File: src/clstat_pkg.sv
package clstat_pkg;

  localparam int DIM_W    = 13;
  localparam int GRID_W   = 8;
  localparam int ROW_W    = 7;
  localparam int SUM_W    = 34;
  localparam int CNT_W    = 25;
  localparam int PIX_W    = 10;
  localparam int ROW_LIMIT = 128;
  localparam int MAX_FRAME_DIM = 4096;
  localparam int MAX_GRID_COLS = 128;

  localparam logic [6:0] LUM_MAX = 7'd100;

  localparam logic [2:0] CFG_FRAME_WIDTH    = 3'd0;
  localparam logic [2:0] CFG_FRAME_HEIGHT   = 3'd1;
  localparam logic [2:0] CFG_GRID_COLS      = 3'd2;
  localparam logic [2:0] CFG_GRID_ROWS      = 3'd3;
  localparam logic [2:0] CFG_DARK_THRESHOLD = 3'd4;

  typedef struct packed {
    logic [7:0] red;
    logic [7:0] green;
    logic [7:0] blue;
    logic       frame_start;
  } clstat_in_t;

  typedef struct packed {
    logic [6:0] cell_col;
    logic [6:0] cell_row;
    logic [6:0] lum_key;
    logic [9:0] dark_average;
    logic [9:0] light_average;
  } clstat_out_t;

  typedef struct packed {
    logic [DIM_W-1:0]  fw;
    logic [DIM_W-1:0]  fh;
    logic [GRID_W-1:0] gc;
    logic [GRID_W-1:0] gr;
    logic [7:0]        thr;
  } clstat_geom_t;

  typedef struct packed {
    logic [GRID_W-1:0] cx;
    logic [ROW_W-1:0]  cy;
    logic              first;
    logic              last;
    logic [PIX_W-1:0]  sum;
    logic              dark;
  } clstat_job_t;

  typedef struct packed {
    logic [SUM_W-1:0] sum_all;
    logic [SUM_W-1:0] sum_dark;
    logic [CNT_W-1:0] dark_count;
    logic [CNT_W-1:0] light_count;
  } clstat_acc_t;

  typedef enum logic [2:0] {
    F_IDLE,
    F_CHK,
    F_MUL,
    F_DIV,
    F_EMIT
  } clstat_fstate_t;

  typedef enum logic [2:0] {
    B_IDLE,
    B_UPD,
    B_PREP,
    B_DIV,
    B_DONE
  } clstat_bstate_t;

endpackage

File: src/clstat_fifo.sv
module clstat_fifo (
  input  logic                    clk,
  input  logic                    rst_n,
  input  logic                    push,
  input  clstat_pkg::clstat_job_t push_data,
  output logic                    full,
  input  logic                    pop,
  output logic                    empty,
  output clstat_pkg::clstat_job_t head
);

  clstat_pkg::clstat_job_t slot_r [4];
  logic [1:0] wr_ptr_r, wr_ptr_nxt;
  logic [1:0] rd_ptr_r, rd_ptr_nxt;
  logic [2:0] cnt_r, cnt_nxt;

  assign full  = (cnt_r == 3'd4);
  assign empty = (cnt_r == 3'd0);
  assign head  = slot_r[rd_ptr_r];

  always_comb begin
    wr_ptr_nxt = wr_ptr_r;
    rd_ptr_nxt = rd_ptr_r;
    cnt_nxt    = cnt_r;
    if (push) begin
      wr_ptr_nxt = wr_ptr_r + 2'd1;
    end
    if (pop) begin
      rd_ptr_nxt = rd_ptr_r + 2'd1;
    end
    if (push && !pop) begin
      cnt_nxt = cnt_r + 3'd1;
    end else if (pop && !push) begin
      cnt_nxt = cnt_r - 3'd1;
    end
  end

  always_ff @(posedge clk) begin
    if (!rst_n) begin
      wr_ptr_r <= '0;
      rd_ptr_r <= '0;
      cnt_r    <= '0;
    end else begin
      wr_ptr_r <= wr_ptr_nxt;
      rd_ptr_r <= rd_ptr_nxt;
      cnt_r    <= cnt_nxt;
    end
  end

  always_ff @(posedge clk) begin
    if (push) begin
      slot_r[wr_ptr_r] <= push_data;
    end
  end

endmodule

File: config.mk
export PLATFORM = sky130hd
export DESIGN_NAME = clstat_fifo
export DESIGN_NICKNAME = d
export VERILOG_FILES = /design/src/clstat_pkg.sv /design/src/clstat_fifo.sv
export SDC_FILE = /design/constraint.sdc
export NUM_CORES = 1
export LEC_CHECK = 0
export ABC_AREA = 0
export BUFFER_PORTS_ARGS = -buffer_cell sky130_fd_sc_hd__buf_4
export CAP_MARGIN = 10
export CORE_UTILIZATION = 51
export CTS_CLUSTER_DIAMETER = 50
export DETAILED_ROUTE_END_ITERATION = 7
export PLACE_DENSITY_LB_ADDON = 0.25
export SYNTH_ARGS = -nofsm -noshare
export SYNTH_HDL_FRONTEND = slang
export SYNTH_SLANG_ARGS = --single-unit
File: constraint.sdc
create_clock -name clk -period 1.67 [get_ports clk]
set_input_delay 0.334 -clock clk [delete_from_list [all_inputs] [get_ports clk]]
set_output_delay 0.334 -clock clk [all_outputs]
set_load 0.02 [all_outputs]
## After elaboration in Yosys (flattened, before gate mapping)

Memories as Yosys holds them, arrays and structs flattened. A register that Yosys moved wholly into a read port is not among the register bits.
Cells that the tools add are included.

| cells by class | value |
|---|---|
| add/sub/neg operators | 4 |
| multiplexer cells | 6 |
| equality and inequality tests | 1 |
| reductions and logical operators | 6 |

Operator list:

| cell | count |
|---|---|
| $mux W3 | 2 |
| $add A2 B1 Y2 const B | 2 |
| $mux W2 | 2 |
| $add A3 B1 Y3 const B | 1 |
| $eq A3 B3 Y1 const B | 1 |
| $logic_not A3 Y1 | 1 |
| $sub A3 B1 Y3 const B | 1 |
| $logic_and A1 B1 Y1 | 2 |
| $logic_not A1 Y1 | 2 |
| $mux W1 | 2 |
| $reduce_bool A2 Y1 | 1 |

| word-level totals | value |
|---|---|
| memories kept | 1 |
| register bits after elaboration | 7 |
| input port bits | 32 |
| bits in writable memories | 112 |

Memory list:

| name | words | width | rd ports | clocked after memory_dff | wr ports | RTL line | source |
|---|---|---|---|---|---|---|---|
| slot_r | 4 | 28 | 1 | 1 | 1 | clstat_fifo.sv:12 | `clstat_pkg::clstat_job_t slot_r [4];` |

## Longest topological paths before layout

| logic depth | value |
|---|---|
| word-level depth | 4 |
| mapped depth | 7 |

## Least setup slack after synthesis

No wires, ideal clock.

| path | value |
|---|---|
| path type | register -> register |
| start | register wr_ptr_r[0] |
| end | memory slot_r[2][0] in the netlist's numbering (enable) |
| slack | 42 ps |
| library setup time | 387 ps |
| cell stages (with the launch flop) | 4 |
| clock period less this slack | 1,628 ps |
| data arrival time | 1,241 ps |
| path through | dfxtp_1 inv_1 ha_1 and2_1 |

RTL lines:

| what | RTL line | source |
|---|---|---|
| from (decl) | clstat_fifo.sv:13 | `logic [1:0] wr_ptr_r, wr_ptr_nxt;` |
| from (signal assigned) | clstat_fifo.sv:44 | `wr_ptr_r <= wr_ptr_nxt;` |
| to (decl) | clstat_fifo.sv:12 |  |

No word-level cell before the write port.

==> flow_summary.json <==
{
  "seq_area_frac_synth_pct": 78.1,
  "die_ar_um2": 9270,
  "coreArea_um2": 8680,
  "max_cap_violations": 0,
  "num_vias": 2167,
  "remaining_drc_errors": 0,
  "power_per_cell_area_nw_per_um2": 1370,
  "most-common-layout-cells": "112 x sky130_fd_sc_hd__edfxtp_1, 41 x sky130_fd_sc_hd__buf_4, 28 x sky130_fd_sc_hd__mux4_2, 28 x sky130_fd_sc_hd__buf_6, 17 x sky130_fd_sc_hd__clkbuf_16",
  "cp_cell_sequence": "buf_12 -> mux4_2 -> buf_6",
  "layout_commonest_cell": "sky130_fd_sc_hd__edfxtp_1",
  "internal-power_uw": 6600,
  "antenna_violations_before_repair": 0,
  "fin_nets": 331,
  "cts_tree": "yes",
  "finalWorstSetupSlack_ns": -0.420,
  "worst_setup_path_start_kind": "flip-flop",
  "power.static_leakage_uw": 0.00218,
  "ios": 62,
  "syn_area_um2": 4540,
  "cts_inserted_buffers": 17,
  "worst_path_largest_cell_delay_ns": 0.54,
  "hold_path_startpoint": "push_data[12]",
  "path_max_fanout": 11,
  "drv_slew": 0,
  "grt_first_pass_wirelength_um": 11900,
  "dp_hpwl_um": 4700,
  "syn_area_per_cell_um2": 24.0,
  "synth_seq_cells": 121,
  "yosys.area.top_type_share_pct": 74.2,
  "yosys-top-cells-area": "sky130_fd_sc_hd__edfxtp_1 74%, sky130_fd_sc_hd__mux4_2 9.9%, sky130_fd_sc_hd__mux4_1 4.6%, sky130_fd_sc_hd__dfxtp_1 4.0%, sky130_fd_sc_hd__ha_1 1.4%",
  "setup_repair_bufs_after_cts": 0,
  "timing.final.crit_period_ns": 2.09,
  "drt_iter0_drc": 80,
  "firstDrtPassIters": 5,
  "crit_required_ns": 1.34,
  "worst_tran_pin_value_ns": 0.413,
  "fin_worst_skew_ns": 0.00993,
  "antenna-diode-count": 0,
  "clockRootBuffer": "sky130_fd_sc_hd__clkbuf_8",
  "cts_buffer_depth": 2,
  "die_y_um": 96.3,
  "post_dp_cell_area_um2": 5260,
  "rr_startpoint": "cnt_r[0]",
  "ys_types": 21,
  "pwr-share-seq_pct": 42.0,
  "outcome": "finished, violations left",
  "htree_levels": 4,
  "finalHoldViolations": 0,
  "wl_um": 7810,
  "layout_cells_sized_above_1_pct": 44.8,
  "clk_pin_slew_worst_paths_ns": 0.06,
  "report.final.setup_viol": 28,
  "routed_wire_length_per_instance_um": 18.9,
  "comb_power_share_pct": 12.1,
  "slew_limit_headroom_pct": 72.4,
  "synth_area_leader_cell": "sky130_fd_sc_hd__edfxtp_1",
  "synth.yosys.warnings": 0,
  "power.ir.vdd_worst_mv": 0.959,
  "rsz0062_at_grt": "yes",
  "clockPowerShare_pct": 45.9,
  "syn2layout_area_growth_pct": 35.5,
  "first_global_vias": 2289,
  "netlist_instances": 189,
  "clock_insertion_delay_worst_skew_ns": 0.51,
  "grt_start_max_net_pins": 18,
  "finish.instance_area_um2": 6140,
  "fin_crit_share_pct": 125,
  "io_buffer_count": 61,
  "hold_path.class": "primary input to flip-flop",
  "drtAntennaViolNets": 0,
  "p_sw_uw": 1820,
  "routabilityCongestion": 0.655,
  "slowest_stage": "sky130_fd_sc_hd__mux4_2",
  "route.detailed.vias_per_inst": 5.23,
  "track_usage_pct": 19.3,
  "max_freq_ghz": 0.478,
  "worstSetupEndpointType": "output pin",
  "synth_nets": 227,
  "floorplan.initialDensity_pct": 52.3,
  "switching_share_pct": 21.6,
  "dp_worst_setup_slack_ns": -0.115,
  "grt_overflow": 0,
  "criticalPathCategory": "flip-flop to output pin",
  "die-width_um": 96.3,
  "r2r_slack_ns": 0.17,
  "violations": "setup timing",
  "critPathArrivalTime_ns": 1.76,
  "core.rowCount": 34,
  "numClockSinks": 121
}
cell families after synthesis:
family / share of synthesized area (%)
XOR/XNOR: 0.966
multiplexers: 15.0
adder cells (fa/ha/maj): 1.82
flip-flops: 78.1
buffers and inverters: 1.79
AND/OR/NAND/NOR: 2.01
AO/OA/AOI/OAI: 0.276
synthesized netlist by cell type:
cell and count:
sky130_fd_sc_hd__edfxtp_1 112, sky130_fd_sc_hd__mux4_2 20, sky130_fd_sc_hd__and2_1 9, sky130_fd_sc_hd__dfxtp_1 9
sky130_fd_sc_hd__mux4_1 8, sky130_fd_sc_hd__ha_1 5, sky130_fd_sc_hd__inv_1 4, sky130_fd_sc_hd__buf_2 3
sky130_fd_sc_hd__xor2_1 3, sky130_fd_sc_hd__buf_12 2, sky130_fd_sc_hd__mux2i_1 2, sky130_fd_sc_hd__nor2b_1 2
sky130_fd_sc_hd__xnor2_1 2, sky130_fd_sc_hd__a21boi_0 1, sky130_fd_sc_hd__buf_6 1, sky130_fd_sc_hd__fa_1 1
sky130_fd_sc_hd__nand2_1 1, sky130_fd_sc_hd__nor3_1 1, sky130_fd_sc_hd__nor3b_1 1, sky130_fd_sc_hd__o21ai_0 1
sky130_fd_sc_hd__or3_1 1
power groups by stage:
stage               Clock (uW)  Sequential [uW]  Combinational (uW)
floorplan                    0             3580                 520
global placement             0             3590                 890
detailed placement           0             3600                 901
CTS                       3930             3540                1020
global route              4060             3550                1100
finish                    3860             3540                1020
through the flow:
stage                     utilization (%)  TNS [ns]  power, uW  hold WS (ns)  cells
after detailed placement             60.7    -0.115       4500         0.508    367
after floorplan                         -         0       4100         0.433    189
after CTS                            70.2    -12.35       8480      0.000660    410
final                                70.8    -11.18       8420        0.0246    414
after global routing                 70.8    -13.15       8700       0.00164    414
after global placement               60.7   -0.0658       4480         0.489    367
path summary, 6_finish.rpt:
| path | cells past startpoint | endpoint |
|---|---|---|
| hold reg to reg | 2 | cnt_r[2] |
| hold / removal | 1 | slot_r[0][12] |
| setup reg to reg | 4 | cnt_r[2] |
| setup / recovery | 3 | head[25] |
area by class of cell:
class | count | area [um2]
Multi-Input combinational cell | 58 | 881
Clock inverter | 15 | 224
Tap cell | 108 | 135
Inverter | 4 | 15.0
Timing Repair Buffer | 91 | 928
Clock buffer | 17 | 414
Fill cell | 550 | 2530
Sequential cell | 121 | 3550
flip-flops by register name, summed over array words and instances, names as in the netlist, named ones only:
signal	flops
cnt_r	3
slot_r	112
wr_ptr_r	2
rd_ptr_r	2
repair_timing:
item	CTS	global route
gates cloned	0	1
hold buffers	11	3
resized for setup	37	0
endpoints found under the hold margin	37	12
pin swaps	0	0
setup endpoints to repair	28	28
routing by layer:
layer / part of all wire, % / vias up / track usage (%)
met2: 52 / 58 / 30.6
met4: 1.7 / 0 / 9.56
li1: - / 990 / -
met1: 42 / 1108 / 22.9
met5: 0 / - / 0
met3: 4.7 / 11 / 7.74
worst max-delay path, delay by kind of cell, from the launching register on:
kind / cells / cell delay [ns]
flip-flops: 1 / 0.39
buffers and inverters: 2 / 0.32
multiplexers: 1 / 0.54
No activity file was read; power rests on OpenSTA's default activity.
