==> config.mk <==
export PLATFORM = sky130hd
export DESIGN_NAME = clstat_front
export DESIGN_NICKNAME = d
export VERILOG_FILES = /design/src/clstat_pkg.sv /design/src/clstat_front.sv
export SDC_FILE = /design/constraint.sdc
export NUM_CORES = 1
export LEC_CHECK = 0
export BUFFER_PORTS_ARGS = -buffer_cell sky130_fd_sc_hd__buf_4
export CORE_ASPECT_RATIO = 0.8
export CORE_UTILIZATION = 46
export CTS_CLUSTER_SIZE = 40
export DETAILED_ROUTE_END_ITERATION = 16
export PLACE_DENSITY = 0.72
export SLEW_MARGIN = 0
export SYNTH_ARGS = -nofsm -noshare
export SYNTH_HDL_FRONTEND = slang
export SYNTH_SLANG_ARGS = --single-unit
==> constraint.sdc <==
create_clock -name clk -period 11.49 [get_ports clk]
set_input_delay 0.5745 -clock clk [delete_from_list [all_inputs] [get_ports clk]]
set_output_delay 0.5745 -clock clk [all_outputs]
set_load 0.01 [all_outputs]
==> src/clstat_pkg.sv <==
package clstat_pkg;

  localparam int DIM_W    = 13;
  localparam int GRID_W   = 8;
  localparam int ROW_W    = 7;
  localparam int SUM_W    = 34;
  localparam int CNT_W    = 25;
  localparam int PIX_W    = 10;
  localparam int ROW_LIMIT = 128;
  localparam int MAX_FRAME_DIM = 4096;
  localparam int MAX_GRID_COLS = 128;

  localparam logic [6:0] LUM_MAX = 7'd100;

  localparam logic [2:0] CFG_FRAME_WIDTH    = 3'd0;
  localparam logic [2:0] CFG_FRAME_HEIGHT   = 3'd1;
  localparam logic [2:0] CFG_GRID_COLS      = 3'd2;
  localparam logic [2:0] CFG_GRID_ROWS      = 3'd3;
  localparam logic [2:0] CFG_DARK_THRESHOLD = 3'd4;

  typedef struct packed {
    logic [7:0] red;
    logic [7:0] green;
    logic [7:0] blue;
    logic       frame_start;
  } clstat_in_t;

  typedef struct packed {
    logic [6:0] cell_col;
    logic [6:0] cell_row;
    logic [6:0] lum_key;
    logic [9:0] dark_average;
    logic [9:0] light_average;
  } clstat_out_t;

  typedef struct packed {
    logic [DIM_W-1:0]  fw;
    logic [DIM_W-1:0]  fh;
    logic [GRID_W-1:0] gc;
    logic [GRID_W-1:0] gr;
    logic [7:0]        thr;
  } clstat_geom_t;

  typedef struct packed {
    logic [GRID_W-1:0] cx;
    logic [ROW_W-1:0]  cy;
    logic              first;
    logic              last;
    logic [PIX_W-1:0]  sum;
    logic              dark;
  } clstat_job_t;

  typedef struct packed {
    logic [SUM_W-1:0] sum_all;
    logic [SUM_W-1:0] sum_dark;
    logic [CNT_W-1:0] dark_count;
    logic [CNT_W-1:0] light_count;
  } clstat_acc_t;

  typedef enum logic [2:0] {
    F_IDLE,
    F_CHK,
    F_MUL,
    F_DIV,
    F_EMIT
  } clstat_fstate_t;

  typedef enum logic [2:0] {
    B_IDLE,
    B_UPD,
    B_PREP,
    B_DIV,
    B_DONE
  } clstat_bstate_t;

endpackage

==> src/clstat_front.sv <==
module clstat_front (
  input  logic                     clk,
  input  logic                     rst_n,
  input  clstat_pkg::clstat_geom_t geom,
  input  logic                     cfg_touch,
  input  logic                     in_valid,
  output logic                     in_ready,
  input  clstat_pkg::clstat_in_t   in_data,
  output logic                     push,
  input  logic                     q_full,
  output clstat_pkg::clstat_job_t  job
);

  typedef struct packed {
    logic [7:0]  c;
    logic [12:0] r;
    logic        ok;
  } adv_t;

  function automatic adv_t adv(input logic [7:0] c, input logic [12:0] r,
                               input logic [7:0] g, input logic [12:0] len);
    adv_t        a;
    logic [13:0] t;
    logic [13:0] t2;
    t  = {1'b0, r} + 14'(g);
    t2 = t - {1'b0, len};
    a.c  = c;
    a.r  = r;
    a.ok = 1'b0;
    if (t < {1'b0, len}) begin
      a.r  = t[12:0];
      a.ok = 1'b1;
    end else if (t2 < {1'b0, len}) begin
      a.c  = c + 8'd1;
      a.r  = t2[12:0];
      a.ok = 1'b1;
    end
    return a;
  endfunction

  clstat_pkg::clstat_fstate_t state_r, state_nxt;
  logic [12:0] x_r, x_nxt, y_r, y_nxt;
  logic [7:0]  cx_r, cx_nxt;
  logic [6:0]  cy_r, cy_nxt;
  logic [12:0] rx_r, rx_nxt, ry_r, ry_nxt;
  logic        xv_r, xv_nxt, yv_r, yv_nxt;
  logic [9:0]  s_r, s_nxt;
  logic        dark_r, dark_nxt;
  logic        dsel_r, dsel_nxt;
  logic [21:0] rem_r, rem_nxt, dsh_r, dsh_nxt;
  logic [7:0]  q_r, q_nxt;
  logic [2:0]  cnt_r, cnt_nxt;

  logic [12:0] x0, y0;
  logic [9:0]  s_in;
  logic        ge;
  logic [21:0] rem_step;
  logic [7:0]  q_step;
  logic [12:0] p_sel, len_sel;
  logic [7:0]  g_sel;
  logic        last_col, last_row;
  adv_t        ax, ay;

  always_comb begin
    s_in     = 10'(in_data.red) + 10'(in_data.green) + 10'(in_data.blue);
    ge       = (rem_r >= dsh_r);
    rem_step = ge ? rem_r - dsh_r : rem_r;
    q_step   = {q_r[6:0], ge};
    p_sel    = dsel_r ? y_r : x_r;
    g_sel    = dsel_r ? geom.gr : geom.gc;
    len_sel  = dsel_r ? geom.fh : geom.fw;
    last_col = ({1'b0, x_r} + 14'd1 >= {1'b0, geom.fw})
            || ({1'b0, rx_r} + 14'(geom.gc) >= {1'b0, geom.fw});
    last_row = ({1'b0, y_r} + 14'd1 >= {1'b0, geom.fh})
            || ({1'b0, ry_r} + 14'(geom.gr) >= {1'b0, geom.fh});
    ax = adv(cx_r, rx_r, geom.gc, geom.fw);
    ay = adv({1'b0, cy_r}, ry_r, geom.gr, geom.fh);

    job.cx    = cx_r;
    job.cy    = cy_r;
    job.first = (rx_r < 13'(geom.gc)) && (ry_r < 13'(geom.gr));
    job.last  = last_col && last_row;
    job.sum   = s_r;
    job.dark  = dark_r;

    state_nxt = state_r;
    x_nxt = x_r;  y_nxt = y_r;
    cx_nxt = cx_r; cy_nxt = cy_r;
    rx_nxt = rx_r; ry_nxt = ry_r;
    xv_nxt = xv_r; yv_nxt = yv_r;
    s_nxt = s_r;  dark_nxt = dark_r;
    dsel_nxt = dsel_r;
    rem_nxt = rem_r; dsh_nxt = dsh_r; q_nxt = q_r; cnt_nxt = cnt_r;
    x0 = x_r;
    y0 = y_r;
    in_ready = 1'b0;
    push     = 1'b0;

    case (state_r)
      clstat_pkg::F_IDLE: begin
        in_ready = 1'b1;
        if (in_valid) begin
          s_nxt    = s_in;
          dark_nxt = (s_in < 10'(geom.thr) * 10'd3);
          if (in_data.frame_start) begin
            x0 = '0;
            y0 = '0;
            xv_nxt = 1'b1; yv_nxt = 1'b1;
            cx_nxt = '0; rx_nxt = '0;
            cy_nxt = '0; ry_nxt = '0;
          end
          if (x0 >= geom.fw) begin
            x0 = '0;
            xv_nxt = 1'b1;
            cx_nxt = '0; rx_nxt = '0;
            y0 = y0 + 13'd1;
            yv_nxt = 1'b0;
          end
          if (y0 >= geom.fh) begin
            y0 = '0;
            yv_nxt = 1'b1;
            cy_nxt = '0; ry_nxt = '0;
          end
          x_nxt = x0;
          y_nxt = y0;
          state_nxt = clstat_pkg::F_CHK;
        end
      end
      clstat_pkg::F_CHK: begin
        if (!xv_r) begin
          dsel_nxt  = 1'b0;
          state_nxt = clstat_pkg::F_MUL;
        end else if (!yv_r) begin
          dsel_nxt  = 1'b1;
          state_nxt = clstat_pkg::F_MUL;
        end else begin
          state_nxt = clstat_pkg::F_EMIT;
        end
      end
      clstat_pkg::F_MUL: begin
        rem_nxt   = 22'(p_sel) * 22'(g_sel);
        dsh_nxt   = 22'(len_sel) << 7;
        q_nxt     = '0;
        cnt_nxt   = '0;
        state_nxt = clstat_pkg::F_DIV;
      end
      clstat_pkg::F_DIV: begin
        rem_nxt = rem_step;
        dsh_nxt = dsh_r >> 1;
        q_nxt   = q_step;
        cnt_nxt = cnt_r + 3'd1;
        if (cnt_r == 3'd7) begin
          if (dsel_r) begin
            cy_nxt = q_step[6:0];
            ry_nxt = rem_step[12:0];
            yv_nxt = 1'b1;
          end else begin
            cx_nxt = q_step;
            rx_nxt = rem_step[12:0];
            xv_nxt = 1'b1;
          end
          state_nxt = clstat_pkg::F_CHK;
        end
      end
      clstat_pkg::F_EMIT: begin
        if (!q_full) begin
          push = 1'b1;
          if ({1'b0, x_r} + 14'd1 >= {1'b0, geom.fw}) begin
            x_nxt = '0; cx_nxt = '0; rx_nxt = '0; xv_nxt = 1'b1;
            if ({1'b0, y_r} + 14'd1 >= {1'b0, geom.fh}) begin
              y_nxt = '0; cy_nxt = '0; ry_nxt = '0; yv_nxt = 1'b1;
            end else begin
              y_nxt  = y_r + 13'd1;
              cy_nxt = ay.c[6:0];
              ry_nxt = ay.r;
              yv_nxt = ay.ok;
            end
          end else begin
            x_nxt  = x_r + 13'd1;
            cx_nxt = ax.c;
            rx_nxt = ax.r;
            xv_nxt = ax.ok;
          end
          state_nxt = clstat_pkg::F_IDLE;
        end
      end
      default: begin
        state_nxt = clstat_pkg::F_IDLE;
      end
    endcase

    if (cfg_touch) begin
      xv_nxt = 1'b0;
      yv_nxt = 1'b0;
    end
  end

  always_ff @(posedge clk) begin
    if (!rst_n) begin
      state_r <= clstat_pkg::F_IDLE;
      x_r  <= '0; y_r  <= '0;
      cx_r <= '0; cy_r <= '0;
      rx_r <= '0; ry_r <= '0;
      xv_r <= 1'b1; yv_r <= 1'b1;
    end else begin
      state_r <= state_nxt;
      x_r  <= x_nxt;  y_r  <= y_nxt;
      cx_r <= cx_nxt; cy_r <= cy_nxt;
      rx_r <= rx_nxt; ry_r <= ry_nxt;
      xv_r <= xv_nxt; yv_r <= yv_nxt;
    end
  end

  always_ff @(posedge clk) begin
    s_r    <= s_nxt;
    dark_r <= dark_nxt;
    dsel_r <= dsel_nxt;
    rem_r  <= rem_nxt;
    dsh_r  <= dsh_nxt;
    q_r    <= q_nxt;
    cnt_r  <= cnt_nxt;
  end

endmodule

* Yosys cells after proc, flatten, opt, wreduce, memory -nomap -nowiden
Cells that the tools add are included.
** Storage, ports and cells
- Flip-flop bits (word level) :: 138
** Cells by class
- Muxes and demuxes :: 96
- Equality and inequality tests :: 29
- $lt $le $gt $ge :: 14
- Multipliers :: 2
- Add/sub/neg operators :: 15
- Reductions and logical operators :: 21
** Operators with widths (count)
- 13-bit 2-to-1 mux :: 34
- 22-bit one-hot mux with 2 select lines :: 2
- 13-bit one-hot mux with 3 select lines :: 2
- 8-bit 2-to-1 mux :: 9
- 7-bit 2-to-1 mux :: 9
- 14-bit by 13-bit greater-or-equal comparator with 1-bit output :: 4
- 14-bit by 13-bit less-than comparator with 1-bit output :: 4
- 13-bit one-hot mux with 2 select lines :: 2
- 22-bit 2-to-1 mux :: 2
- 13-bit by 1-bit adder with 13-bit output (second input constant) :: 3
- 3-bit != test (second input constant) :: 12
- 13-bit by 1-bit adder with 14-bit output (second input constant) :: 2
- 13-bit by 8-bit adder with 14-bit output :: 2
- 14-bit 2-to-1 mux :: 2
- 14-bit by 13-bit subtractor with 14-bit output :: 2
- 13-bit greater-or-equal comparator :: 2
- 13-bit by 8-bit less-than comparator with 1-bit output :: 2
- 8-bit one-hot mux with 3 select lines :: 1
- 22-bit greater-or-equal comparator :: 1
- 22-bit subtractor :: 1
- 13-bit by 8-bit multiplier with 21-bit output :: 1
- 1-bit 2-to-1 mux :: 21
- 21-bit 2-to-1 mux :: 1
- 7-bit one-hot mux with 3 select lines :: 1
- 31 further kinds :: 55

* Logic depth before layout (Yosys ltp)
- Depth in word-level cells :: 12
- Gate-level depth with buffers :: 26

* Worst setup path before layout
No wires, ideal clock.
- Path kind :: register -> register
- Start :: reg dsel_r
- End :: reg rem_r[18] (data pin)
- Path buffers :: 3
- Arrival time :: 5.689 ns
- Clock period less this slack :: 5.961 ns
- Slack :: 5.529 ns
- Data required time :: 11.219 ns
- Cell stages (with the launch flop) :: 19
- Cells stage by stage :: edfxtp_1 clkbuf_1 clkbuf_1 clkbuf_1 mux2i_1 nor2_1 fa_1 fa_1 fa_1 fa_1 ha_1 or3_1 o21ai_0 a21oi_1 o41ai_1 o311ai_0 a21oi_1 xor2_1 o22ai_1
** On the way
- Cells in the longest elaborated chain, start to end :: 3
- Elaborated cells between the ends (all ways) :: 4
- Those cells by class :: mul (1); mux (3)
** RTL lines
- start, declared :: RTL line clstat_front.sv:49 : logic dsel_r, dsel_nxt;
- start signal, assigned :: RTL line clstat_front.sv:217 : dsel_r <= dsel_nxt;
- 13-bit 2-to-1 mux / 8-bit 2-to-1 mux (equally long branches) :: RTL line clstat_front.sv:69, clstat_front.sv:70
- 13-bit by 8-bit multiplier with 21-bit output (*) :: RTL line clstat_front.sv:141 : rem_nxt = 22'(p_sel) * 22'(g_sel);
- 22-bit one-hot mux with 2 select lines (*) :: RTL line clstat_front.sv:99 : case (state_r)
- named net rem_nxt[18] :: RTL line clstat_front.sv:50 : logic [21:0] rem_r, rem_nxt, dsh_r, dsh_nxt;
- end signal, assigned :: RTL line clstat_front.sv:218 : rem_r <= rem_nxt;
- end, declared :: RTL line clstat_front.sv:50
Mark *: on every way through the listed nets, which the timed path passes. The rest lies on a longest branch.
A chain may end at the register's enable or synchronous reset.

* Worst setup path after layout
- Start :: reg dsel_r
- End :: reg rem_r[20] (data pin)
Same word-level chain as after synthesis.

==> reports/results.tsv <==
metric	value	unit
Final ANT Viol Nets	0	
Resized cells post-CTS	0	
most common cell after layout, fill and taps aside	ha_1	
initial DRC count	1966	
initial antenna violation count	1	
setup violators final	0	
Core Box Area	35920	um2
Sw Ratio	35.69	%
P_int	1.159	mW
Multi-input gate area	12350	um2
Yosys top cell area share	17.02	%
clk slew on worst S/H paths	0.07	ns
Worst Hold Depth	2	
TritonCTS Buffers	17	
Max-slew headroom	12.31	%
IO Pins	110	
min Tclk post-route	7.023	ns
clk sinks	136	
met1 Use GR	42.81	%
die area	37200	um2
synthesized area	16760	um2
critical path's largest stage delay	0.99	ns
Fin Clk Skew	0.01530	ns
Top FF cell, synth	dfxtp_1	
post-synth top area cell	ha_1	
clock buffer depth	2	
Post-synth ARST share	0	%
cell family contributing the most delay on the critical path	adder cells	
RSZ-0062 raised after global routing	false	
ratio of cells with drive above 1 in the final layout	10.57	%
R2R cell count	18	
largest net degree at the start of global routing	57	
Clk Latency, worst-skew pair	0.45	ns
Fin. Hold Viols	0	
Lkg Pwr	8.753	nW
synth top area cells	ha_1, edfxtp_1, fa_1	
crit path kind	flip-flop to flip-flop	
Root Buffer	clkbuf_16	
Avg Cell Area, Syn	8.446	um2
fmax	0.1424	GHz
post-synthesis net count	2373	
Power Density	96.82	nW/um2
Post-CTS Setup Inserts	0	
max-slew violation count	0	
met2 usage	40.86	%
H-tree levels	4	
GRT busiest layer	met1	
gr usage total	28.86	%
Cells after Synth	1984	
DRC violations left	0	
measured slew at the worst slew-check pin	1.279	ns
commonest non-fill, non-tap cells in the layout	ha_1, inv_1, nand2_1	
Critical Path Most Common Cell	fa_1	
CTS tree	yes	
Initial Utilization	46.66	%
WL final	53520	um
number of global-route vias before repair	14490	
vias per cell	5.978	
Initial DRT Pass Iterations	5	
Distinct cells, synth	88	
crit path launch type	flip-flop	
first-pass GRT wire length	83190	um
fin nets	2448	
Finished Core Util	51.83	%
met3 Use GR	7.687	%
max-cap viol count	0	
DIE HEIGHT	172.7	um
DIE WIDTH	215.4	um
Post-synth EDFFs	64	
Routed wire per std cell	20.96	um
cell chain of the critical path	buf_4, mux2i_1, inv_1, nand2_1, fa_1, fa_1, inv_1, fa_1, fa_1, ha_1, or3_1, o21ai_0, a21oi_1, o41ai_1, o311ai_0, a31oi_1, xnor2_1, a22oi_1	
P_sw	643.2	uW
gpl congestion	1.021	
DR vias	15260	
VDD IR max	0.1005	mV
CP max FO	56	
Seq cells post-synth	136	
CP arrival	7.19	ns
WP data required	11.66	ns
Flop pwr share	32.1	%
yosys warns	0	
instance count on the critical path	18	
Rows	62	
setup TNS	0	ns
worst hold path type	primary input to flip-flop	
register area share after synthesis	20.07	%
Port Buffers	109	
worst path buffer plus inverter count	3	
status	complete, no violations	
slowest CP cell	mux2i_1	
DP HPWL	43300	um
GRT overflow	0	
Sequential Area	3363	um2
Area Growth Syn to Fin	11.08	%
crit path capture type	flip-flop	
Clock power frac	34.0	%
period utilisation layout	61.13	%
Post-CTS Hold Buffers	0	
# fillers	3416	
Gate power share	33.9	%
cell families after synthesis:
family | Yosys count | synth area share, %
mux | 49 | 3.031
xor+xnor | 115 | 6.011
compound gates | 504 | 20.76
fa+ha+maj | 309 | 26.70
simple gates | 604 | 17.09
flops | 136 | 20.07
buf+inv | 267 | 6.339
final timing paths:
path / start / end / slack (ns)
worst max-delay path: dsel_r / rem_r[20] / 4.47
worst min-delay path: cfg_touch / yv_r / 0.40
worst max register to register: dsel_r / rem_r[20] / 4.47
worst min register to register: rx_r[3] / rx_r[3] / 0.47
Yosys cell counts, types with 34 or more instances:
master,number
nor2_1,171
nand3_1,43
a21o_1,48
nor2b_1,46
a21oi_1,121
nand2_1,186
mux2i_1,35
fa_1,81
o21ai_0,95
edfxtp_1,64
inv_1,199
ha_1,228
xor2_1,34
clkbuf_1,45
xnor2_1,81
dfxtp_1,72
cell type report:
type | count | share of cell area (%)
multi-input combinational | 1581 | 66.35
tap | 480 | 3.226
clock buffer | 18 | 2.306
timing repair buffer | 123 | 4.961
clock inverter | 14 | 1.042
sequential | 136 | 18.07
inverter | 200 | 4.033
antenna | 1 | 0.01344
sequential cells by signal, summed over array words and instances, names as in the netlist:
register and count:
rem_r 22, dsh_r 20, rx_r 13, ry_r 13, x_r 13, y_r 13, s_r 10, cx_r 8
cy_r 7, q_r 7, cnt_r 3, state_r 3, dark_r 1, dsel_r 1, xv_r 1, yv_r 1
power by group through the flow:
| stage | Sequential [mW] | Clock [mW] | Combinational (mW) |
|---|---|---|---|
| 3_5_place_dp | 0.588 | 0 | 0.596 |
| 4_1_cts | 0.578 | 0.617 | 0.601 |
| 2_1_floorplan | 0.583 | 0 | 0.413 |
| 3_3_place_gp | 0.586 | 0 | 0.581 |
| 6_report | 0.578 | 0.612 | 0.612 |
| 5_1_grt | 0.582 | 0.638 | 0.674 |
layer usage:
metal / wire [um] / part of all wire [%]
met5: 0 / 0
met2: 21880 / 41
met3: 5608 / 10
met4: 1166 / 2.2
met1: 24870 / 46
stage by stage:
step	instance area [um2]	power (mW)	setup slack [ns]	hold WS (ns)	instances
floorplan	16760	0.9957	5.529	0.4463	1984
global placement	17990	1.167	4.886	0.4622	2520
detailed placement	17990	1.185	4.592	0.4639	2520
CTS	18610	1.796	4.539	0.3666	2552
global route	18610	1.894	4.001	0.3936	2552
finish	18610	1.802	4.467	0.4005	2553
Note: power is estimated with default switching activity, not from simulation.
